`config.mk`:
```
export PLATFORM = sky130hd
export DESIGN_NAME = windowed_rms_meter
export DESIGN_NICKNAME = d
export VERILOG_FILES = /design/src/wrms_pkg.sv /design/src/wrms_front.sv /design/src/wrms_queue.sv /design/src/wrms_back.sv /design/src/windowed_rms_meter.sv
export SDC_FILE = /design/constraint.sdc
export NUM_CORES = 2
export LEC_CHECK = 0
export ABC_AREA = 1
export ABC_CLOCK_PERIOD_IN_PS = 15700
export BUFFER_PORTS_ARGS = -buffer_cell sky130_fd_sc_hd__clkbuf_2
export CAP_MARGIN = 10
export CORE_ASPECT_RATIO = 1.5
export CORE_MARGIN = 2
export CORE_UTILIZATION = 55
export DETAILED_ROUTE_END_ITERATION = 12
export PLACE_DENSITY = 0.84
export SLEW_MARGIN = 15
export SYNTH_ARGS = -nofsm -noshare
export SYNTH_HDL_FRONTEND = slang
export SYNTH_HIERARCHICAL = 1
export SYNTH_SLANG_ARGS = --single-unit
```
`constraint.sdc`:
```
create_clock -name clk_i -period 15.7 [get_ports clk_i]
set_input_delay 2.355 -clock clk_i [delete_from_list [all_inputs] [get_ports clk_i]]
set_output_delay 2.355 -clock clk_i [all_outputs]
set_load 0.02 [all_outputs]
```
`src/wrms_pkg.sv`:
```
package wrms_pkg;

  // Converter sample width and the widths that follow from it.
  localparam int SAMPLE_BITS = 12;
  localparam int SQ_BITS     = 2 * SAMPLE_BITS;

  // Window and gain registers.
  localparam int WIN_BITS      = 8;
  localparam int GAIN_BITS     = 20;
  localparam int CFG_IDX_BITS  = 2;
  localparam int CFG_DATA_BITS = 20;

  localparam logic [WIN_BITS-1:0]  WIN_RESET  = 8'd200;
  localparam logic [GAIN_BITS-1:0] GAIN_RESET = 20'd93240;

  localparam logic [CFG_IDX_BITS-1:0] CFG_WINDOW_LENGTH = 2'd0;
  localparam logic [CFG_IDX_BITS-1:0] CFG_VOLT_GAIN     = 2'd1;

  // Accumulator and result widths.
  localparam int ACC_BITS  = 31;
  localparam int SUM_BITS  = 30;
  localparam int RMS_BITS  = 20;
  localparam int VOLT_BITS = 23;
  localparam int FRAC_BITS = 16;

  // Long division of sum * 2^16 by the window, one quotient bit a cycle.
  localparam int DIV_STEPS = ACC_BITS + FRAC_BITS;
  // Square root of the quotient, two radicand bits a cycle.
  localparam int SQRT_STEPS = (DIV_STEPS + 1) / 2;
  localparam int RAD_BITS   = 2 * SQRT_STEPS;
  localparam int ROOT_BITS  = SQRT_STEPS;
  localparam int REM_BITS   = ROOT_BITS + 2;
  localparam int STEP_BITS  = $clog2(DIV_STEPS);

  localparam int PROD_BITS = RMS_BITS + GAIN_BITS;

  // Queue between the accumulator and the arithmetic back end.
  localparam int QUEUE_DEPTH = 2;
  localparam int QPTR_BITS   = $clog2(QUEUE_DEPTH);
  localparam int QCNT_BITS   = $clog2(QUEUE_DEPTH + 1);

  // One finished window waiting for its division and square root.
  typedef struct packed {
    logic [ACC_BITS-1:0] sum;
    logic [WIN_BITS-1:0] win;
  } job_t;

endpackage

```
`src/wrms_front.sv`:
```
module wrms_front
  import wrms_pkg::*;
(
  input  logic                   clk_i,
  input  logic                   rst_ni,
  input  logic                   sample_valid_i,
  output logic                   sample_stall_o,
  input  logic [SAMPLE_BITS-1:0] sample_i,
  input  logic [WIN_BITS-1:0]    window_length_i,
  input  logic [QCNT_BITS-1:0]   queue_count_i,
  output logic                   push_o,
  output job_t                   job_o
);

  logic                   sq_valid_q;
  logic [SQ_BITS-1:0]     sq_q, sq_d;
  logic [SAMPLE_BITS-1:0] mag;
  logic [ACC_BITS-1:0]    acc_q, acc_d, acc_sat;
  logic [ACC_BITS:0]      acc_sum;
  logic [WIN_BITS-1:0]    cnt_q, cnt_d, win;
  logic [WIN_BITS:0]      cnt_inc;
  logic                   accept, close;

  // A window may close for the beat already squared; hold off unless the
  // queue has room for that one and for the next.
  assign sample_stall_o = (queue_count_i + QCNT_BITS'(sq_valid_q)) >= QCNT_BITS'(QUEUE_DEPTH);
  assign accept         = sample_valid_i && !sample_stall_o;

  // Magnitude of the two's complement sample, then its square.
  assign mag  = sample_i[SAMPLE_BITS-1] ? (~sample_i + 1'b1) : sample_i;
  assign sq_d = SQ_BITS'(mag) * SQ_BITS'(mag);

  // Saturating accumulate and window count.
  assign acc_sum = {1'b0, acc_q} + (ACC_BITS + 1)'(sq_q);
  assign acc_sat = acc_sum[ACC_BITS] ? {ACC_BITS{1'b1}} : acc_sum[ACC_BITS-1:0];
  assign win     = (window_length_i == '0) ? WIN_BITS'(1) : window_length_i;
  assign cnt_inc = {1'b0, cnt_q} + (WIN_BITS + 1)'(1);
  assign close   = sq_valid_q && (cnt_inc >= {1'b0, win});

  always_comb begin
    acc_d = acc_q;
    cnt_d = cnt_q;
    if (sq_valid_q) begin
      if (close) begin
        acc_d = '0;
        cnt_d = '0;
      end else begin
        acc_d = acc_sat;
        cnt_d = cnt_inc[WIN_BITS-1:0];
      end
    end
  end

  assign push_o    = close;
  assign job_o.sum = acc_sat;
  assign job_o.win = win;

  always_ff @(posedge clk_i or negedge rst_ni) begin
    if (!rst_ni) begin
      sq_valid_q <= 1'b0;
      acc_q      <= '0;
      cnt_q      <= '0;
    end else begin
      sq_valid_q <= accept;
      acc_q      <= acc_d;
      cnt_q      <= cnt_d;
    end
  end

  always_ff @(posedge clk_i) begin
    if (accept) begin
      sq_q <= sq_d;
    end
  end

endmodule

```
`src/wrms_queue.sv`:
```
module wrms_queue
  import wrms_pkg::*;
(
  input  logic                 clk_i,
  input  logic                 rst_ni,
  input  logic                 push_i,
  input  job_t                 job_i,
  input  logic                 pop_i,
  output logic                 empty_o,
  output logic [QCNT_BITS-1:0] count_o,
  output job_t                 job_o
);

  job_t                 slot_q [QUEUE_DEPTH];
  logic [QPTR_BITS-1:0] wr_q, rd_q;
  logic [QCNT_BITS-1:0] cnt_q;

  assign empty_o = (cnt_q == '0);
  assign count_o = cnt_q;
  assign job_o   = slot_q[rd_q];

  // Pointers and fill count; the front never pushes into a full queue.
  always_ff @(posedge clk_i or negedge rst_ni) begin
    if (!rst_ni) begin
      wr_q  <= '0;
      rd_q  <= '0;
      cnt_q <= '0;
    end else begin
      if (push_i) begin
        wr_q <= (wr_q == QPTR_BITS'(QUEUE_DEPTH - 1)) ? '0 : wr_q + 1'b1;
      end
      if (pop_i) begin
        rd_q <= (rd_q == QPTR_BITS'(QUEUE_DEPTH - 1)) ? '0 : rd_q + 1'b1;
      end
      cnt_q <= cnt_q + QCNT_BITS'(push_i) - QCNT_BITS'(pop_i);
    end
  end

  always_ff @(posedge clk_i) begin
    if (push_i) begin
      slot_q[wr_q] <= job_i;
    end
  end

endmodule

```
`src/wrms_back.sv`:
```
module wrms_back
  import wrms_pkg::*;
(
  input  logic                 clk_i,
  input  logic                 rst_ni,
  input  logic                 empty_i,
  input  job_t                 job_i,
  output logic                 pop_o,
  input  logic [GAIN_BITS-1:0] volt_gain_i,
  output logic                 result_valid_o,
  input  logic                 result_stall_i,
  output logic [SUM_BITS-1:0]  sum_of_squares_o,
  output logic [RMS_BITS-1:0]  rms_counts_q8_o,
  output logic [VOLT_BITS-1:0] rms_volts_q8_o
);

  typedef enum logic [2:0] {
    ST_IDLE,
    ST_DIV,
    ST_SQRT,
    ST_MUL,
    ST_FIN
  } state_e;

  state_e               state_q;
  logic [STEP_BITS-1:0] step_q;
  logic [ACC_BITS-1:0]  sum_q;
  logic [WIN_BITS-1:0]  win_q;
  logic [DIV_STEPS-1:0] dvd_q;
  logic [WIN_BITS-1:0]  drem_q;
  logic [RAD_BITS-1:0]  rad_q;
  logic [ROOT_BITS-1:0] root_q;
  logic [REM_BITS-1:0]  srem_q;
  logic [PROD_BITS-1:0] prod_q;
  logic                 out_valid_q;
  logic [SUM_BITS-1:0]  out_sum_q;
  logic [RMS_BITS-1:0]  out_rms_q;
  logic [VOLT_BITS-1:0] out_volt_q;

  logic [WIN_BITS:0]    drem_shift, drem_diff;
  logic                 div_ge;
  logic [REM_BITS+1:0]  srem_shift, srem_diff, trial;
  logic                 sqrt_ge;
  logic [RMS_BITS-1:0]  rms_sat;
  logic                 out_free;

  // Restoring division step: one quotient bit shifts into the dividend.
  assign drem_shift = {drem_q, dvd_q[DIV_STEPS-1]};
  assign div_ge     = drem_shift >= {1'b0, win_q};
  assign drem_diff  = drem_shift - {1'b0, win_q};

  // Digit-by-digit square root step.
  assign srem_shift = {srem_q, rad_q[RAD_BITS-1 -: 2]};
  assign trial      = (REM_BITS + 2)'({root_q, 2'b01});
  assign sqrt_ge    = srem_shift >= trial;
  assign srem_diff  = srem_shift - trial;

  assign rms_sat  = (root_q[ROOT_BITS-1:RMS_BITS] != '0) ? {RMS_BITS{1'b1}}
                                                         : root_q[RMS_BITS-1:0];
  assign out_free = !out_valid_q || !result_stall_i;
  assign pop_o    = (state_q == ST_IDLE) && !empty_i;

  always_ff @(posedge clk_i or negedge rst_ni) begin
    if (!rst_ni) begin
      state_q     <= ST_IDLE;
      step_q      <= '0;
      out_valid_q <= 1'b0;
    end else begin
      // The output beat is loaded when the result is done and held while stalled.
      out_valid_q <= ((state_q == ST_FIN) && out_free) || (out_valid_q && result_stall_i);
      case (state_q)
        ST_IDLE: begin
          if (!empty_i) begin
            step_q  <= '0;
            state_q <= ST_DIV;
          end
        end
        ST_DIV: begin
          if (step_q == STEP_BITS'(DIV_STEPS - 1)) begin
            step_q  <= '0;
            state_q <= ST_SQRT;
          end else begin
            step_q <= step_q + 1'b1;
          end
        end
        ST_SQRT: begin
          if (step_q == STEP_BITS'(SQRT_STEPS - 1)) begin
            step_q  <= '0;
            state_q <= ST_MUL;
          end else begin
            step_q <= step_q + 1'b1;
          end
        end
        ST_MUL: begin
          state_q <= ST_FIN;
        end
        ST_FIN: begin
          if (out_free) begin
            state_q <= ST_IDLE;
          end
        end
        default: begin
          state_q <= ST_IDLE;
        end
      endcase
    end
  end

  // Datapath registers of the arithmetic sequence.
  always_ff @(posedge clk_i) begin
    case (state_q)
      ST_IDLE: begin
        if (!empty_i) begin
          sum_q  <= job_i.sum;
          win_q  <= job_i.win;
          dvd_q  <= {job_i.sum, {FRAC_BITS{1'b0}}};
          drem_q <= '0;
        end
      end
      ST_DIV: begin
        drem_q <= div_ge ? drem_diff[WIN_BITS-1:0] : drem_shift[WIN_BITS-1:0];
        dvd_q  <= {dvd_q[DIV_STEPS-2:0], div_ge};
        if (step_q == STEP_BITS'(DIV_STEPS - 1)) begin
          rad_q  <= RAD_BITS'({dvd_q[DIV_STEPS-2:0], div_ge});
          root_q <= '0;
          srem_q <= '0;
        end
      end
      ST_SQRT: begin
        rad_q  <= {rad_q[RAD_BITS-3:0], 2'b00};
        srem_q <= sqrt_ge ? srem_diff[REM_BITS-1:0] : srem_shift[REM_BITS-1:0];
        root_q <= {root_q[ROOT_BITS-2:0], sqrt_ge};
      end
      ST_MUL: begin
        prod_q <= PROD_BITS'(rms_sat) * PROD_BITS'(volt_gain_i);
      end
      ST_FIN: begin
        if (out_free) begin
          out_sum_q  <= sum_q[ACC_BITS-1] ? {SUM_BITS{1'b1}} : sum_q[SUM_BITS-1:0];
          out_rms_q  <= rms_sat;
          out_volt_q <= prod_q[PROD_BITS-1] ? {VOLT_BITS{1'b1}}
                                            : prod_q[PROD_BITS-2:FRAC_BITS];
        end
      end
      default: begin
        prod_q <= prod_q;
      end
    endcase
  end

  assign result_valid_o   = out_valid_q;
  assign sum_of_squares_o = out_sum_q;
  assign rms_counts_q8_o  = out_rms_q;
  assign rms_volts_q8_o   = out_volt_q;

endmodule

```
`src/windowed_rms_meter.sv`:
```
// Windowed true-RMS meter.
// Input channel: one signed converter sample per beat on sample_i, moved when
// sample_valid_i is high and sample_stall_o is low. Output channel: one beat per
// finished window with the sum of squares, the RMS in counts (8 fraction bits)
// and the RMS in volts (8 fraction bits), moved when result_valid_o is high
// and result_stall_i is low.
// Configuration: cfg_we_i writes cfg_data_i to the register chosen by cfg_idx_i
// (0: window length, 1: volt gain). Write only while the block is idle.
// Throughput: the accumulator takes one sample every cycle while sample_stall_o
// is low. The back end works on one window at a time, through the 47-step long
// division and the 24-step square root; windows that close faster than the back
// end finishes them stall the input once the two-entry job queue is full.
// Result path: the queued job goes through division, square root and multiply
// before the result beat, plus any wait for an earlier result still stalled.
// Reset: clears count, accumulator, queue and output valid; window length
// returns to 200 and volt gain to 93240. A stalled result holds its payload,
// and the back end waits with its next result until the output is taken.
module windowed_rms_meter
  import wrms_pkg::*;
(
  input  logic                     clk_i,
  input  logic                     rst_ni,
  input  logic                     cfg_we_i,
  input  logic [CFG_IDX_BITS-1:0]  cfg_idx_i,
  input  logic [CFG_DATA_BITS-1:0] cfg_data_i,
  input  logic                     sample_valid_i,
  output logic                     sample_stall_o,
  input  logic [SAMPLE_BITS-1:0]   sample_i,
  output logic                     result_valid_o,
  input  logic                     result_stall_i,
  output logic [SUM_BITS-1:0]      sum_of_squares_o,
  output logic [RMS_BITS-1:0]      rms_counts_q8_o,
  output logic [VOLT_BITS-1:0]     rms_volts_q8_o
);

  logic [WIN_BITS-1:0]  window_length_q;
  logic [GAIN_BITS-1:0] volt_gain_q;
  logic                 push, pop, empty;
  logic [QCNT_BITS-1:0] queue_count;
  job_t                 front_job, queue_job;

  // Configuration registers.
  always_ff @(posedge clk_i or negedge rst_ni) begin
    if (!rst_ni) begin
      window_length_q <= WIN_RESET;
      volt_gain_q     <= GAIN_RESET;
    end else if (cfg_we_i) begin
      if (cfg_idx_i == CFG_WINDOW_LENGTH) begin
        window_length_q <= cfg_data_i[WIN_BITS-1:0];
      end
      if (cfg_idx_i == CFG_VOLT_GAIN) begin
        volt_gain_q <= cfg_data_i[GAIN_BITS-1:0];
      end
    end
  end

  wrms_front u_front (
    .clk_i,
    .rst_ni,
    .sample_valid_i,
    .sample_stall_o,
    .sample_i,
    .window_length_i (window_length_q),
    .queue_count_i   (queue_count),
    .push_o          (push),
    .job_o           (front_job)
  );

  wrms_queue u_queue (
    .clk_i,
    .rst_ni,
    .push_i  (push),
    .job_i   (front_job),
    .pop_i   (pop),
    .empty_o (empty),
    .count_o (queue_count),
    .job_o   (queue_job)
  );

  wrms_back u_back (
    .clk_i,
    .rst_ni,
    .empty_i     (empty),
    .job_i       (queue_job),
    .pop_o       (pop),
    .volt_gain_i (volt_gain_q),
    .result_valid_o,
    .result_stall_i,
    .sum_of_squares_o,
    .rms_counts_q8_o,
    .rms_volts_q8_o
  );

endmodule

```
==> impl_metrics.tcl <==
set metrics [dict create \
    status "complete, no violations" \
    async_reset_ff_frac 0.174 \
    hold_depth 1 \
    cp-start-kind "flip-flop" \
    area_growth_pct 7.37 \
    hp-class "reg -> reg" \
    ios 114 \
    fin_skew_ns 0.0608 \
    drtIter0Drc 2248 \
    cap_violations 0 \
    peakVddDrop_mv 0.173 \
    path_clk_slew_ns 0.08 \
    grt_busiest_layer "met2" \
    start_util 0.554 \
    cts_hold_buffers 0 \
    synth_common_cells "nand2_1 (1366), inv_1 (1082), fa_1 (398)" \
    yosysMostFrequentCell "nand2_1" \
    use_met2 0.513 \
    die_h_um 337 \
    vias 31386 \
    worstMarginPinSlew_ns 1.18 \
    met1_usage 0.300 \
    seq_area_mm2 0.0138 \
    dp_hpwl_um 77600 \
    track_usage 0.282 \
    drc 0 \
    ys_ff_latch 472 \
    worst_slack_ns 7.49 \
    cp_data_arrival_time_ns 8.54 \
    multi_input_area_mm2 0.0221 \
    synth_edf_count 390 \
    worst_path_largest_cell_delay_ns 1.08 \
    worstRegToRegCells 23 \
    gp_congestion 0.970 \
    finalMaxSlewViolations 0 \
    crit_family "adder cells" \
    fmax_ghz 0.122 \
    cp.depth 23 \
    synth.largest_area_cell "edfxtp_1" \
    via_per_inst 5.36 \
    h-tree-depth 2 \
    cts_resized 0 \
    hold_viol_final 0 \
    clkSinkCount 472 \
    ys.flop_type "edfxtp_1" \
    final-instance-count-excl-fill 5855 \
    worstPathRequired_ns 16.02 \
    synthCells 4777 \
    wire_per_inst_um 17.8 \
    drive_above_1_share 0.0690 \
    cts.path.max_buffers 3 \
    period_share 0.523 \
    cp_cell_sequence "nor2_1, nand2_1, clkinv_1, nand2_1, nand2_1, fa_1, inv_1, fa_1, fa_1, fa_1, fa_1, fa_1, inv_1, fa_1, inv_1, ha_1, a21o_1, a21boi_0, nand2_1, a21oi_1, nand2_1, a21oi_1, xnor2_1" \
    die_w_um 226 \
    clk_latency_ns 0.62 \
    synth_warnings 6 \
    synth_area_leaders "edfxtp_1 (29%), fa_1 (20%), nand2_1 (13%), inv_1 (10%), ha_1 (8.5%)" \
    hold_end "u_back/rms_volts_q8_o[2]" \
    cellLeakagePower_uw 0.0236 \
    cts_tree "done" \
    die_area_mm2 0.0761 \
    rsz0062_at_grt "no" \
    syn-cell-area_mm2 0.0406 \
    grt-ovfl-total 0 \
    worstPathMaxFanout 21 \
    maxSlewHeadroom 0.211 \
    p_per_area_mw_per_mm2 125 \
    first_pass_iters 9 \
    critPathMostFrequentCell "fa_1" \
    wirelength_um 104000 \
    period_needed_ns 8.21 \
    std_cell_rows 122 \
    grt_max_degree 89 \
    core_area_mm2 0.0734 \
    yosys.area.top_type_share 0.288 \
    dp.cells 5764 \
    io_buffers 113 \
    total_power_uw 5460 \
    rr_startpoint "u_back/root_q[20]" \
    pre_cts_ws_ns 6.97 \
    final_core_util 0.594 \
    grt_util_met3 0.0407 \
    r2r_end "u_back/prod_q[38]" \
    grt_pass1_wl_um 166000 \
    postCtsSetupBuffers 0 \
    grt_pass1_vias 32770 \
    fill_cells 6163 \
    cts_made_buffers 46 \
    rrSetupSlack_ns 7.49 \
    worstSetupPathType "reg -> reg" \
    ant_nets 0 \
    ys_seq_area_frac 0.339 \
    finalSetupViolCount 0 \
    syn_area_per_cell_um2 8.51 \
    clockRootBuffer "clkbuf_16" \
    antenna_found_initial 6 \
    final_nets 5532 \
    setup_tns_ns 0 \
    cp_slowest_cell "nand2_1" \
    crit_path_end_kind "flip-flop" \
    synthDistinctLibCells 59 \
    critPathBufInv 4 \
    min-delay-start "u_back/prod_q[18]" \
]
==> cells in the final DEF (no fill, tap or decap), drive strengths merged, types with 6 or more instances in the layout <==
master  synthesis  layout
a31oi           6       6
nor2          301     301
clkinv          3      20
o21a            9       9
nand2        1374    1374
dfrtp          71      71
conb            2       7
clkbuf        115     164
a21boi          7       7
and2            8       8
fa            398     398
a21o           12      12
a21oi         129     129
nor3           31      31
inv          1088    1099
nand4          48      48
o21ai         141     141
o21bai         14      14
ha            275     275
buf            43      36
xor2           61      61
nand3         121     121
nor4            7       7
edfxtp        390     390
or2            56      56
xnor2          27      27
dfstp          11      11
==> cell type report <==
type / instances / share of cell area
multi-input combinational: 3061 / 0.507
clock inverter: 34 / 0.00889
timing repair buffer: 148 / 0.0190
antenna: 5 / 0.000287
sequential: 472 / 0.316
tap: 992 / 0.0284
clock buffer: 52 / 0.0269
inverter: 1091 / 0.0938
==> through the flow <==
stage	cell area (µm²)	hold WS [ns]
floorplan	40700	0.437
global route	43600	0.500
finish	43600	0.481
detailed placement	42100	0.461
CTS	43600	0.484
global placement	42100	0.456
==> worst register-to-register path: stages, from the launching register on <==
cell and delay, ns:
edfxtp_1 0.35, nor2_1 0.09, nand2_1 0.08, clkinv_1 0.45
nand2_1 1.08, nand2_1 0.21, fa_1 0.58, inv_1 0.05
fa_1 0.52, fa_1 0.47, fa_1 0.53, fa_1 0.53
fa_1 0.62, inv_1 0.08, fa_1 0.54, inv_1 0.04
ha_1 0.37, a21o_1 0.24, a21boi_0 0.38, nand2_1 0.10
a21oi_1 0.12, nand2_1 0.13, a21oi_1 0.25, xnor2_1 0.10
==> layer usage <==
layer / share of wire / up-vias / wire length, µm
li1: - / 14602 / -
met5: 0 / - / 0
met1: 0.34 / 15073 / 35300
met3: 0.063 / 431 / 6600
met2: 0.52 / 1280 / 54400
met4: 0.074 / 0 / 7710
==> report_power, final <==
part | switching (µW) | internal, µW | leakage (µW)
Clock | 531 | 625 | 0.000763
Sequential | 187 | 1780 | 0.00475
Combinational | 1590 | 744 | 0.0181
==> kinds of logic after synthesis <==
| logic type | count (synthesis) | synth area share |
|---|---|---|
| buffers and inverters | 1249 | 0.119 |
| AO/OA/AOI/OAI | 332 | 0.0455 |
| AND/OR/NAND/NOR | 1961 | 0.197 |
| adder cells (fa/ha/maj) | 673 | 0.281 |
| XOR/XNOR | 88 | 0.0190 |
| other | 2 | 0.000185 |
| flip-flops | 472 | 0.339 |
==> sequential cells by signal, indices dropped and copies added (netlist names), 20 cells and up <==
name and flops:
u_queue/slot_q 78, u_back/rad_q 48, u_back/dvd_q 47, u_back/sum_q 31
u_front/acc_q 31, u_back/sum_of_squares_o 30, u_back/srem_q 26, u_back/prod_q 24
u_back/root_q 24, u_back/rms_volts_q8_o 23, u_front/sq_q 23, u_back/rms_counts_q8_o 20
volt_gain_q 20
==> how the worst max path moves through the flow <==
| stage | startpoint | to | slack (ns) |
|---|---|---|---|
| after floorplan | u_back/state_q[2] | u_back/rad_q[0] | 7.07 |
| after global routing | u_back/root_q[20] | u_back/prod_q[34] | 7.18 |
| after detailed placement | sample_i[0] | u_front/sq_q[18] | 6.97 |
| after CTS | sample_i[0] | u_front/sq_q[18] | 7.62 |
| final | u_back/root_q[20] | u_back/prod_q[38] | 7.49 |
| after global placement | sample_i[0] | u_front/sq_q[18] | 7.04 |
No activity file was read; power rests on OpenSTA's default activity.
